**config.mk**
```make
export PLATFORM = sky130hd
export DESIGN_NAME = zfn_divider
export DESIGN_NICKNAME = d
export VERILOG_FILES = /design/src/hdl/zfn_pkg.sv /design/src/hdl/zfn_divider.sv
export SDC_FILE = /design/constraint.sdc
export NUM_CORES = 1
export LEC_CHECK = 0
export ABC_AREA = 0
export ABC_CLOCK_PERIOD_IN_PS = 2400
export BUFFER_PORTS_ARGS = -buffer_cell sky130_fd_sc_hd__clkbuf_2
export CAP_MARGIN = 20
export CORE_ASPECT_RATIO = 0.5
export CORE_MARGIN = 2
export CORE_UTILIZATION = 30
export DETAILED_ROUTE_END_ITERATION = 12
export GPL_TIMING_DRIVEN = 0
export PLACE_DENSITY = 0.56
export SLEW_MARGIN = 10
export SYNTH_ARGS = -nofsm -noshare
export SYNTH_HDL_FRONTEND = slang
export SYNTH_SLANG_ARGS = --single-unit
```
**constraint.sdc**
```tcl
create_clock -name clk -period 2.4 [get_ports clk]
set_input_delay 0.48 -clock clk [delete_from_list [all_inputs] [get_ports clk]]
set_output_delay 0.48 -clock clk [all_outputs]
set_load 0.1 [all_outputs]
```
**src/hdl/zfn_pkg.sv**
```systemverilog
// shared types, constants and codes of the z-score normaliser
package zfn_pkg;

	localparam int FEAT_MAX_DEF = 512;
	localparam int SAMP_MAX_DEF = 65536;

	localparam int DIV_DW = 50;
	localparam int ROOT_W = 25;

	localparam logic [1:0] MODE_SUM  = 2'd0;
	localparam logic [1:0] MODE_SQD  = 2'd1;
	localparam logic [1:0] MODE_NORM = 2'd2;
	localparam logic [1:0] MODE_NONE = 2'd3;

	localparam logic [9:0]  FC_RESET = 10'd256;
	localparam logic [15:0] DEV_ONE  = 16'd256;

	localparam logic [5:0] NB_NORM = 6'd24;
	localparam logic [5:0] NB_MEAN = 6'd32;
	localparam logic [5:0] NB_DEV  = 6'd50;

	typedef struct packed {
		logic [1:0]         mode;
		logic [8:0]         feature_index;
		logic signed [15:0] sample_value;
		logic               end_of_pass;
	} item_t;

	typedef struct packed {
		logic [8:0]         out_index;
		logic signed [15:0] normalized_value;
		logic               saturated;
	} result_t;

endpackage

```
**src/hdl/zfn_divider.sv**
```systemverilog
// iterative restoring divider, one quotient bit per cycle
module zfn_divider import zfn_pkg::*; #(
	parameter int VW = 17
) (
	input  logic              clk,
	input  logic              arst_n,
	input  logic              start,
	input  logic [DIV_DW-1:0] dividend,
	input  logic [5:0]        nbits,
	input  logic [VW-1:0]     divisor,
	output logic              busy,
	output logic [DIV_DW-1:0] quotient
);
	logic [DIV_DW-1:0] q_q;
	logic [VW-1:0]     r_q;
	logic [VW-1:0]     d_q;
	logic [5:0]        cnt_q;
	logic              busy_q;
	logic [VW:0]       r2;
	logic [VW:0]       diff;
	logic              take;

	// dividend arrives left aligned so the top nbits are the live ones
	assign r2   = {r_q, q_q[DIV_DW-1]};
	assign diff = r2 - {1'b0, d_q};
	assign take = r2 >= {1'b0, d_q};

	always_ff @(posedge clk or negedge arst_n) begin
		if (!arst_n) begin
			busy_q <= 1'b0;
			cnt_q  <= '0;
		end else if (start) begin
			busy_q <= 1'b1;
			cnt_q  <= nbits;
		end else if (busy_q) begin
			cnt_q <= cnt_q - 6'd1;
			if (cnt_q == 6'd1) begin
				busy_q <= 1'b0;
			end
		end
	end

	always_ff @(posedge clk) begin
		if (start) begin
			q_q <= dividend;
			r_q <= '0;
			d_q <= divisor;
		end else if (busy_q) begin
			q_q <= {q_q[DIV_DW-2:0], take};
			r_q <= take ? diff[VW-1:0] : r2[VW-1:0];
		end
	end

	assign busy     = busy_q;
	assign quotient = q_q;
endmodule

```
==> out/qor.yml <==
place.port_buffers: 126
power_per_cell_area_nw_per_um2: 1120
skew_ns: 0.0166
vias_per_cell: 4.82
drive_above_1_share: 0.446
crit_fanout: 5
synthCells: 409
critPathCaptureType: "flop"
die_area_um2: 17100
drcViolationCount: 0
status: "finished, violations left"
arrival_ns: 2.83
syn_area_per_cell_um2: 11.7
ioPinCount: 127
overflow: 0
htreeDepth: 3
final_cells: 773
hold_viol_final: 0
yosysSeqAreaShare: 0.527
pre_cts_ws_ns: -0.586
clockBufferDepth: 2
start_util: 0.309
area_growth_syn_to_layout_pct: 32.2
synthFlopType: "edfxtp_1"
wl_per_cell_um: 16.2
grt_max_degree: 26
slew_viol_final: 0
track_usage: 0.148
place_congestion: 0.882
max_freq_mhz: 390
slew_headroom: 0.477
min_path_type: "in -> reg"
synth_fp_nets: 505
clkTransAtPathRegs_ns: 0.08
synth_edf_count: 67
diodes: 0
synthArstFlopShare: 0.0769
cts_inserted_buffers: 9
grt_pass1_vias: 3700
layout_setup_ws_ns: -0.164
tightest_slew_ns: 0.785
drt-total-wl_um: 12600
path_class: "reg -> reg"
dp_cells: 739
fin_nets: 660
drt_first_pass_iters: 4
dieHeight_um: 93.4
clkLatencyLatePin_ns: 0.35
rsz0062_at_grt: "true"
failed_checks: "negative setup slack"
cp-start-kind: "flop"
num_rows: 32
hpwl_um: 8400
grt_antenna_before_repair: 1
power_leakage_nw: 2.66
fin_crit_ns: 2.56
cts_tree: "yes"
drv_cap: 0
chipWidth_um: 183
setup_viol: 16
fin_crit_sh: 1.07
coreArea_um2: 15500
fin_util: 0.408
cts.sinks: 91
drtIter0Drc: 220
vias: 3727
ant_nets: 0
yosys_warnings: 0
ys_ff_latch: 91
required_ns: 2.67
grt_pass1_wl_um: 19300
fill_cells: 1546
ctsRootBufferMaster: "clkbuf_16"
syn_area_um2: 4800
ir_drop_mv: 0.443
synth_cell_type_count: 58
cells in the mapped netlist (9+ instances only):
| master | count | area [um^2] |
|---|---|---|
| ha_1 | 19 | 238 |
| dfxtp_1 | 17 | 340 |
| mux2_2 | 50 | 563 |
| nor2_1 | 33 | 124 |
| o21ai_0 | 12 | 60.1 |
| nand2_1 | 37 | 139 |
| inv_1 | 25 | 93.8 |
| xnor2_1 | 9 | 78.8 |
| edfxtp_1 | 67 | 2010 |
| clkbuf_1 | 13 | 48.8 |
| a21oi_1 | 16 | 80.1 |
layout by cell type, fill, tap and decap left out, drive strengths merged, types with 4 or more instances in the layout:
cell,n
clkbuf,150
edfxtp,67
mux2,50
nand2,37
nor2,33
inv,27
buf,24
ha,19
dfxtp,17
a21oi,17
o21ai,14
a311oi,12
xnor2,9
dfrtp,7
nor3,7
nand3,7
xor2,6
nand2b,5
nor2b,5
a2111oi,4
registers in the layout, indices dropped and copies added (netlist names):
name      flops
busy          1
quotient     50
cnt_q         6
r_q          17
d_q          17
layout make-up:
| cell class | instances | area, um^2 | area share |
|---|---|---|---|
| tap | 204 | 255 | 0.0402 |
| sequential | 91 | 2530 | 0.399 |
| inverter | 25 | 93.8 | 0.0148 |
| buffer | 22 | 143 | 0.0225 |
| multi-input combinational | 272 | 2190 | 0.345 |
| clock inverter | 6 | 72.6 | 0.0114 |
| clock buffer | 10 | 229 | 0.0361 |
| timing repair buffer | 143 | 831 | 0.131 |
final timing paths:
kind / start / depth (start not counted) / slack, ns / to
setup / recovery: quotient[49] / 12 / -0.16 / r_q[8]
hold / removal: divisor[14] / 1 / 0.30 / d_q[14]
setup reg to reg: quotient[49] / 12 / -0.16 / r_q[8]
hold reg to reg: r_q[13] / 2 / 0.50 / r_q[13]
max in group asynchronous: arst_n / 2 / 1.71 / cnt_q[5]
min in group asynchronous: arst_n / 2 / 0.51 / cnt_q[4]
power by group:
part / switching (mW) / internal [mW] / total, mW
clock network: 0.659 / 0.822 / 1.48
logic: 2.13 / 1.29 / 3.42
registers: 0.190 / 1.99 / 2.18
total: 2.98 / 4.11 / 7.08
per-stage QoR:
| stage | cell area (um^2) | hold slack (ns) | power (mW) | TNS (ns) |
|---|---|---|---|---|
| 3_5_place_dp | 5730 | 0.337 | 5.09 | -42.73 |
| 3_3_place_gp | 5730 | 0.332 | 5.06 | -36.80 |
| 6_report | 6340 | 0.296 | 7.08 | -1.55 |
| 2_1_floorplan | 4840 | 0.184 | 4.54 | -5.30 |
| 4_1_cts | 6210 | 0.280 | 6.89 | -1.27 |
| 5_1_grt | 6340 | 0.276 | 7.48 | -4.95 |
logic make-up after synthesis:
group / synth area share
simple gates: 0.110
fa+ha+maj: 0.0537
compound gates: 0.117
flops: 0.527
buf+inv: 0.0417
mux: 0.124
xor+xnor: 0.0274
layer usage:
layer | up-vias | track usage | wire, um
met5 | - | 0 | 11
met2 | 112 | 0.242 | 5800
met1 | 1769 | 0.191 | 5880
li1 | 1828 | - | -
met3 | 16 | 0.0456 | 711
met4 | 2 | 0.0380 | 150
worst max-delay path: stages (launching register included):
cell and delay [ns]:
edfxtp_1 0.38, inv_1 0.07, ha_2 0.17, inv_2 0.04, fa_2 0.37, a21oi_4 0.16
o211ai_1 0.13, a21o_2 0.26, buf_12 0.14, a21oi_4 0.27, clkbuf_16 0.22, nand2_2 0.05
a311oi_2 0.22
repair_timing:
item | 4_1_cts | 5_1_grt
pin swaps | 9 | 6
hold buffers | 1 | 0
resized for setup | 15 | 16
setup buffers | 10 | 4
hold endpoints to repair | 7 | 0
gates cloned | 2 | 1
setup endpoints to repair | 86 | 78
Power figures use the tool's default switching activity.
