### src/hdl/zfn_pkg.sv
// shared types, constants and codes of the z-score normaliser
package zfn_pkg;

	localparam int FEAT_MAX_DEF = 512;
	localparam int SAMP_MAX_DEF = 65536;

	localparam int DIV_DW = 50;
	localparam int ROOT_W = 25;

	localparam logic [1:0] MODE_SUM  = 2'd0;
	localparam logic [1:0] MODE_SQD  = 2'd1;
	localparam logic [1:0] MODE_NORM = 2'd2;
	localparam logic [1:0] MODE_NONE = 2'd3;

	localparam logic [9:0]  FC_RESET = 10'd256;
	localparam logic [15:0] DEV_ONE  = 16'd256;

	localparam logic [5:0] NB_NORM = 6'd24;
	localparam logic [5:0] NB_MEAN = 6'd32;
	localparam logic [5:0] NB_DEV  = 6'd50;

	typedef struct packed {
		logic [1:0]         mode;
		logic [8:0]         feature_index;
		logic signed [15:0] sample_value;
		logic               end_of_pass;
	} item_t;

	typedef struct packed {
		logic [8:0]         out_index;
		logic signed [15:0] normalized_value;
		logic               saturated;
	} result_t;

endpackage

### src/hdl/zfn_sqrt.sv
// digit by digit integer square root, one root bit per cycle
module zfn_sqrt import zfn_pkg::*; (
	input  logic              clk,
	input  logic              arst_n,
	input  logic              start,
	input  logic [DIV_DW-1:0] radicand,
	output logic              busy,
	output logic [ROOT_W-1:0] root
);
	logic [DIV_DW-1:0] rad_q;
	logic [ROOT_W+2:0] rem_q;
	logic [ROOT_W-1:0] root_q;
	logic [4:0]        cnt_q;
	logic              busy_q;
	logic [ROOT_W+2:0] rem2;
	logic [ROOT_W+2:0] trial;
	logic              take;

	assign rem2  = {rem_q[ROOT_W:0], rad_q[DIV_DW-1 -: 2]};
	assign trial = {1'b0, root_q, 2'b01};
	assign take  = rem2 >= trial;

	always_ff @(posedge clk or negedge arst_n) begin
		if (!arst_n) begin
			busy_q <= 1'b0;
			cnt_q  <= '0;
		end else if (start) begin
			busy_q <= 1'b1;
			cnt_q  <= 5'(ROOT_W);
		end else if (busy_q) begin
			cnt_q <= cnt_q - 5'd1;
			if (cnt_q == 5'd1) begin
				busy_q <= 1'b0;
			end
		end
	end

	always_ff @(posedge clk) begin
		if (start) begin
			rad_q  <= radicand;
			rem_q  <= '0;
			root_q <= '0;
		end else if (busy_q) begin
			rad_q  <= {rad_q[DIV_DW-3:0], 2'b00};
			rem_q  <= take ? (rem2 - trial) : rem2;
			root_q <= {root_q[ROOT_W-2:0], take};
		end
	end

	assign busy = busy_q;
	assign root = root_q;
endmodule

### config.mk
export PLATFORM = sky130hd
export DESIGN_NAME = zfn_sqrt
export DESIGN_NICKNAME = d
export VERILOG_FILES = /design/src/hdl/zfn_pkg.sv /design/src/hdl/zfn_sqrt.sv
export SDC_FILE = /design/constraint.sdc
export NUM_CORES = 1
export LEC_CHECK = 0
export BUFFER_PORTS_ARGS = -buffer_cell sky130_fd_sc_hd__buf_2
export CAP_MARGIN = 20
export CORE_MARGIN = 4
export CORE_UTILIZATION = 38
export DETAILED_ROUTE_END_ITERATION = 12
export GPL_ROUTABILITY_DRIVEN = 0
export PLACE_DENSITY = 0.64
export SYNTH_ARGS = -nofsm -noshare
export SYNTH_HDL_FRONTEND = slang
export SYNTH_SLANG_ARGS = --single-unit
### constraint.sdc
create_clock -name clk -period 3.3 [get_ports clk]
set_clock_uncertainty 0.05 [all_clocks]
set_input_delay 0.99 -clock clk [delete_from_list [all_inputs] [get_ports clk]]
set_output_delay 0.99 -clock clk [all_outputs]
set_load 0.02 [all_outputs]
==> flow_summary.yaml, run 1 <==
logic_synthesis:
  ys_warn_count: 0
  synth_fp_nets: 664
  netlist_area_um2: 5870
  syn_area_per_cell_um2: 10.1
  synth_edf_count: 50
  async_flop_share_pct: 5.61
  seq_area_frac_synth_pct: 45.5
  synth_ff_type: "dfxtp_1"
  netlist_top_cells_area: "edfxtp_1 (26%), dfxtp_1 (17%), mux2_2 (9.6%), ha_1 (6.2%), mux2i_1 (4.6%)"
  synth_top_area_cell: "edfxtp_1"
  synth_top_area_share_pct: 25.6
  ys_ff_latch: 107
  synthCells: 582
  synth.distinct_cells: 60
final_layout:
  fillers: 1451
  antenna_cells: 0
  syn_to_final_growth_pct: 14.5
  finalNetCount: 726
  drive_above_1_share_pct: 24.8
pwr:
  p_int_uw: 3340
  leakagePower_uw: 0.00294
  clockPowerShare_pct: 18.7
  max-vdd-ir-drop_mv: 0.337
  p_seq_share_pct: 31.3
  power_switching_share_pct: 38.9
  switchingPower_uw: 2130
  powerDensity_nw_per_um2: 812
  combPwrFrac_pct: 50.0
sta:
  rsz0062_at_grt: "no"
  period_share_pct: 88.1
  maxSlewViolCount: 0
  finalHoldViolCount: 0
  tightest_slew_ns: 0.865
  slew_headroom_pct: 42.4
  setup_ws_ns: 0.392
  finalSetupViolCount: 0
  min_period_ns: 2.91
  setup_tns_ns: 0
  fmax_ghz: 0.344
min_path:
  hold_class: "input pin to asynchronous set/reset pin"
routing:
  ant_nets: 0
  routed-via-count: 4394
  first_pass_iters: 4
  avgViaCountPerCell: 5.25
  drt_wl_total_um: 12600
  drt_iter0_drc: 227
  wl_per_cell_um: 15.0
  drc_errors: 0
grt:
  grt_max_degree: 102
  grt_use_met2_pct: 23.2
  busiest_layer: "met2"
  grt_pass1_vias: 4418
  met3_usage_pct: 5.31
  grt_antenna_before_repair: 0
  track_usage_pct: 14.6
  use_met1_pct: 18.8
  grt_overflow: 0
  grt_pass1_wl_um: 21200
cts:
  cts_tree: "yes"
  cts-root-buf: "clkbuf_16"
  clkSinkCount: 107
  clkLatencyLatePin_ns: 0.35
  clk_path_buf_depth: 2
  htree_levels: 3
  ctsResizeCount: 0
  postCtsSetupBuffers: 0
  clk_pin_slew_worst_paths_ns: 0.07
  ctsHoldBuffers: 0
  cts_made_buffers: 9
critical_path:
  critPathArrivalTime_ns: 3.04
  path_class: "flop to flop"
  critPathMaxFanout: 18
  endpoint_kind: "flop"
  startpoint_type: "flop"
  worst_path_max_delay_cell: "ha_1"
  cp_cell_sequence: "inv_1, ha_1, a21o_1, a31oi_2, o21bai_1, a211o_1, o21ai_2, buf_4, nor2_1, a221oi_1, a211oi_1"
  cpPeakStageDelay_ns: 0.41
  critPathRequiredTime_ns: 3.44
  reg2reg_depth: 11
floorplanning:
  initial_core_util_pct: 38.8
  die_h_um: 132
  placementRows: 45
  core_um2: 15100
  io_pins: 79
  die_x_um: 132
  die_area_um2: 17500
place:
  dpl.hpwl_um: 8840
  portBuffers: 78
  pre_cts_ws_ns: 0.420
run:
  maxCapViolCount: 0
status:
  status: "complete, no violations"
[area by class of cell]
class | count | area, um2 | area share, %
clock buffer | 11 | 233 | 3.46
clock inverter | 5 | 43.8 | 0.651
inverter | 37 | 139 | 2.07
multi-input combinational | 404 | 2930 | 43.6
sequential | 107 | 2670 | 39.8
tap | 188 | 235 | 3.50
timing repair buffer | 85 | 470 | 7.00
[synthesized netlist by cell type (2+ instances only)]
cell type	number
ha_1	29
nor2_1	72
edfxtp_1	50
and3_1	6
buf_2	6
a221oi_1	2
dfxtp_1	51
nand3_1	4
nor3_1	9
a211o_1	2
a21boi_1	3
a311oi_1	7
o211ai_1	4
a211oi_1	15
nand4_1	7
nand2_1	31
nand3b_1	2
xnor2_1	15
dfrtp_1	6
and2_1	3
xor2_1	7
nor4_1	4
o21ai_2	2
a41o_1	2
or3_1	2
o21ai_1	2
nand2b_1	2
mux2_2	50
o21ba_2	2
a21o_1	6
inv_1	37
nor4b_1	2
a21oi_1	41
o21a_1	3
clkbuf_1	27
o211a_1	2
mux2i_1	27
o21ai_0	18
[through the flow]
stage / hold slack [ns] / util, % / std cells / area (um2) / total power [uW]
2_1_floorplan: 0.419 / - / 582 / 5870 / 3840
3_3_place_gp: 0.439 / 42.6 / 821 / 6450 / 4390
3_5_place_dp: 0.444 / 42.6 / 821 / 6450 / 4440
4_1_cts: 0.386 / 44.4 / 837 / 6730 / 5490
5_1_grt: 0.393 / 44.4 / 837 / 6730 / 5890
6_report: 0.394 / 44.4 / 837 / 6730 / 5460
[registers in the layout, indices dropped and copies added (netlist names)]
signal,flops
busy,1
cnt_q,5
rad_q,50
rem_q,26
root,25
[layout by cell type (no fill, tap or decap), types with 5 or more instances in the layout]
cell / count
and3_1: 6
clkbuf_16: 9
mux2i_1: 27
nor2_1: 72
a21o_1: 6
a311oi_1: 7
inv_1: 37
a211oi_1: 15
dfxtp_1: 51
buf_2: 77
xnor2_1: 15
nand2_1: 30
nor3_1: 9
dfrtp_1: 5
edfxtp_1: 50
buf_4: 6
xor2_1: 7
a21oi_1: 41
nand4_1: 7
mux2_2: 50
o21ai_0: 18
ha_1: 29
[power by group through the flow]
stage               registers [uW]  clock network [uW]  logic, uW
detailed placement            1740                   0       2700
finish                        1710                1020       2730
floorplan                     1710                   0       2130
CTS                           1710                1060       2720
global placement              1730                   0       2660
global route                  1730                1110       3040
[final timing paths]
kind                       slack (ns)       from        end
hold / removal                   0.39     arst_n   cnt_q[0]
setup reg to reg                 0.39   root[17]  rem_q[20]
setup / recovery                 0.39   root[17]  rem_q[20]
min in group clk                 0.45  rem_q[15]  rem_q[17]
max in group asynchronous        2.66     arst_n       busy
hold reg to reg                  0.45  rem_q[15]  rem_q[17]
[cells by family (layout without fill, tap and decap cells)]
logic type	count (synthesis)	count (layout)	share of synthesized area, %
muxes	77	77	14.2
DFF	107	107	45.5
xor gates and xnor gates	22	22	3.28
and+or+nand+nor	152	152	11.9
AOI/OAI and AO/OA	124	124	14.3
adders and majority gates	29	29	6.18
buffers and inverters	71	138	4.66
[worst max-delay path: cells and delay by family (launching register included)]
kind                     cells  cell delay (ns)
AO/OA/AOI/OAI                7             1.53
adder cells (fa/ha/maj)      1             0.41
buffers and inverters        2             0.31
flip-flops                   1             0.38
AND/OR/NAND/NOR              1             0.07
[layer usage]
metal	share of wire [%]	vias up
li1	-	2226
met3	7.2	17
met2	45	103
met4	1.3	0
met1	46	2048
met5	0	-
No activity file was read; power rests on OpenSTA's default activity.
==> inputs of run 2 (changes only) <==
--- a/config.mk
+++ b/config.mk
@@ -5,13 +5,15 @@
 export SDC_FILE = /design/constraint.sdc
 export NUM_CORES = 1
 export LEC_CHECK = 0
+export ABC_AREA = 1
 export BUFFER_PORTS_ARGS = -buffer_cell sky130_fd_sc_hd__buf_2
 export CAP_MARGIN = 20
 export CORE_MARGIN = 4
 export CORE_UTILIZATION = 38
 export DETAILED_ROUTE_END_ITERATION = 12
 export GPL_ROUTABILITY_DRIVEN = 0
-export PLACE_DENSITY = 0.64
+export GPL_TIMING_DRIVEN = 0
+export PLACE_DENSITY = 0.63
 export SYNTH_ARGS = -nofsm -noshare
 export SYNTH_HDL_FRONTEND = slang
 export SYNTH_SLANG_ARGS = --single-unit
==> constraint.sdc (replaced) <==
create_clock -name clk -period 2.83 [get_ports clk]
set_clock_uncertainty 0.05 [all_clocks]
set_input_delay 0.849 -clock clk [delete_from_list [all_inputs] [get_ports clk]]
set_output_delay 0.849 -clock clk [all_outputs]
set_load 0.02 [all_outputs]
==> flow_summary.yaml, run 2 <==
final_layout:
  drive_above_1_share_pct: 13.9
  largest_reg_flops: 50
  finalNetCount: 985
  syn_to_final_growth_pct: 16.8
  final_common_cell: "nand2_1"
  antenna_cells: 0
  top_register: "rad_q"
  final_cell_mix: "nand2_1 (332), inv_1 (94), buf_2 (78)"
  multi_input_area_um2: 2880
  fin_util_pct: 45.8
  seq_area_um2: 2670
  fillers: 1606
sta:
  rsz0062_at_grt: "no"
  period_share_pct: 85.1
  finalHoldViolCount: 0
  fmax_ghz: 0.415
  setup_tns_ns: 0
  finalSetupViolCount: 0
  min_period_ns: 2.41
  tightest_slew_ns: 0.648
  slew_headroom_pct: 56.8
  maxSlewViolCount: 0
floorplanning:
  placementRows: 45
  io_pins: 79
  die_area_um2: 18000
  initial_core_util_pct: 39.3
  core_um2: 15400
  die_x_um: 134
  die_h_um: 134
status:
  status: "complete, no violations"
critical_path:
  critPathRequiredTime_ns: 2.88
  r2r_start: "busy"
  critPathArrivalTime_ns: 2.46
  path_class: "input pin to flop"
  critPathMaxFanout: 38
  startpoint_type: "input pin"
  endpoint_kind: "flop"
  reg2reg_depth: 4
  reg2reg_slack_ns: 0.51
  worstReg2RegEnd: "rad_q[38]"
pwr:
  finalPower_uw: 7150
  clockPowerShare_pct: 18.9
  p_int_uw: 3960
  p_seq_share_pct: 28.2
  powerDensity_nw_per_um2: 1010
  switchingPower_uw: 3190
  power_switching_share_pct: 44.7
  combPwrFrac_pct: 52.9
  max-vdd-ir-drop_mv: 0.391
  leakagePower_uw: 0.00354
logic_synthesis:
  ys_warn_count: 0
  synth.distinct_cells: 36
  synth_top_area_cell: "edfxtp_1"
  synth_edf_count: 50
  syn_area_per_cell_um2: 7.42
  synth_ff_type: "dfxtp_1"
  synth_fp_nets: 895
  synth.most_common_cell: "nand2_1"
  netlist_top_cells_count: "nand2_1 (332), inv_1 (94), dfxtp_1 (51), edfxtp_1 (50), nor2_1 (44)"
  ys_ff_latch: 107
  async_flop_share_pct: 5.61
  seq_area_frac_synth_pct: 44.3
  netlist_area_um2: 6030
  synthCells: 813
  netlist_top_cells_area: "edfxtp_1 (25%), nand2_1 (21%), dfxtp_1 (17%), ha_1 (6.0%), inv_1 (5.8%)"
  synth_top_area_share_pct: 24.9
routing:
  drc_errors: 0
  wl_per_cell_um: 12.9
  avgViaCountPerCell: 4.69
  drt_iter0_drc: 347
  first_pass_iters: 5
  ant_nets: 0
  drt_wl_total_um: 14400
  routed-via-count: 5253
cts:
  clkSinkCount: 107
  htree_levels: 3
  ctsHoldBuffers: 0
  clk_pin_slew_worst_paths_ns: 0.08
  ctsResizeCount: 0
  cts-root-buf: "clkbuf_16"
  cts_tree: "yes"
  clkLatencyLatePin_ns: 0.36
  cts_made_buffers: 9
  clk_path_buf_depth: 2
  postCtsSetupBuffers: 0
place:
  dpl.hpwl_um: 11000
  portBuffers: 78
grt:
  grt_pass1_vias: 4903
  grt_overflow: 0
  track_usage_pct: 16.2
  grt_max_degree: 39
  grt_pass1_wl_um: 23600
  grt_antenna_before_repair: 0
min_path:
  hold_class: "input pin to asynchronous set/reset pin"
run:
  maxCapViolCount: 0
-- run 2: changes by cell type after synthesis, moves of 9 or more --
cell,delta
nand2_1,+301
inv_1,+57
mux2_2,-50
nand3_1,+31
nor2_1,-28
mux2i_1,-27
o22ai_1,+24
a211oi_1,-15
clkbuf_1,-15
o21ai_1,+9
-- run 2: area by class of cell --
| cell class | count | share of cell area (%) |
|---|---|---|
| multi-input combinational | 584 | 40.9 |
| clock buffer | 9 | 3.20 |
| timing repair buffer | 79 | 5.83 |
| clock inverter | 7 | 1.35 |
| sequential | 107 | 37.9 |
| buffer | 23 | 1.76 |
| inverter | 99 | 5.33 |
| tap | 211 | 3.75 |
-- run 2: cell families after synthesis --
| logic type | count (synthesis) | share of synthesized area, % |
|---|---|---|
| fa+ha+maj | 29 | 6.01 |
| xor+xnor | 13 | 1.89 |
| simple gates | 443 | 30.3 |
| compound gates | 99 | 9.44 |
| buf+inv | 122 | 8.09 |
| flops | 107 | 44.3 |
-- run 2: worst max path at each step --
stage	startpoint	endpoint	slack, ns	cells past startpoint
floorplan	start	rad_q[0]	0.33	3
global placement	start	rad_q[36]	-0.67	4
detailed placement	start	rad_q[36]	-0.30	5
CTS	start	rad_q[42]	0.09	5
global route	start	root[22]	0.28	6
finish	start	rad_q[38]	0.42	5
-- run 2: power groups by stage --
stage / Combinational, uW / Sequential, uW / Clock [uW]
5_1_grt: 4270 / 2050 / 1450
2_1_floorplan: 2890 / 2030 / 0
6_report: 3780 / 2020 / 1350
3_5_place_dp: 3740 / 2040 / 0
3_3_place_gp: 3720 / 2050 / 0
4_1_cts: 3760 / 2020 / 1380
-- run 2: metrics by stage --
| step | hold WS (ns) | cell area (um2) | worst slack (ns) | std cells |
|---|---|---|---|---|
| floorplan | 0.395 | 6040 | 0.329 | 813 |
| global placement | 0.412 | 6700 | -0.666 | 1102 |
| detailed placement | 0.416 | 6720 | -0.296 | 1103 |
| CTS | 0.241 | 7040 | 0.0864 | 1119 |
| global route | 0.238 | 7040 | 0.276 | 1119 |
| finish | 0.247 | 7040 | 0.423 | 1119 |
-- run 2: routing by layer --
metal | GRT usage, % | up-vias | routed length [um]
li1 | - | 2782 | -
met1 | 22.9 | 2355 | 7150
met2 | 25.1 | 99 | 6290
met3 | 3.30 | 17 | 770
met4 | 4.86 | 0 | 215
met5 | 0 | - | 0
-- run 2: worst max-delay path, stage by stage --
cell             delay [ns]
buf_2                  0.13
nor2_4                 0.30
clkinvlp_4             0.32
clkdlybuf4s15_2        0.52
buf_12                 0.31
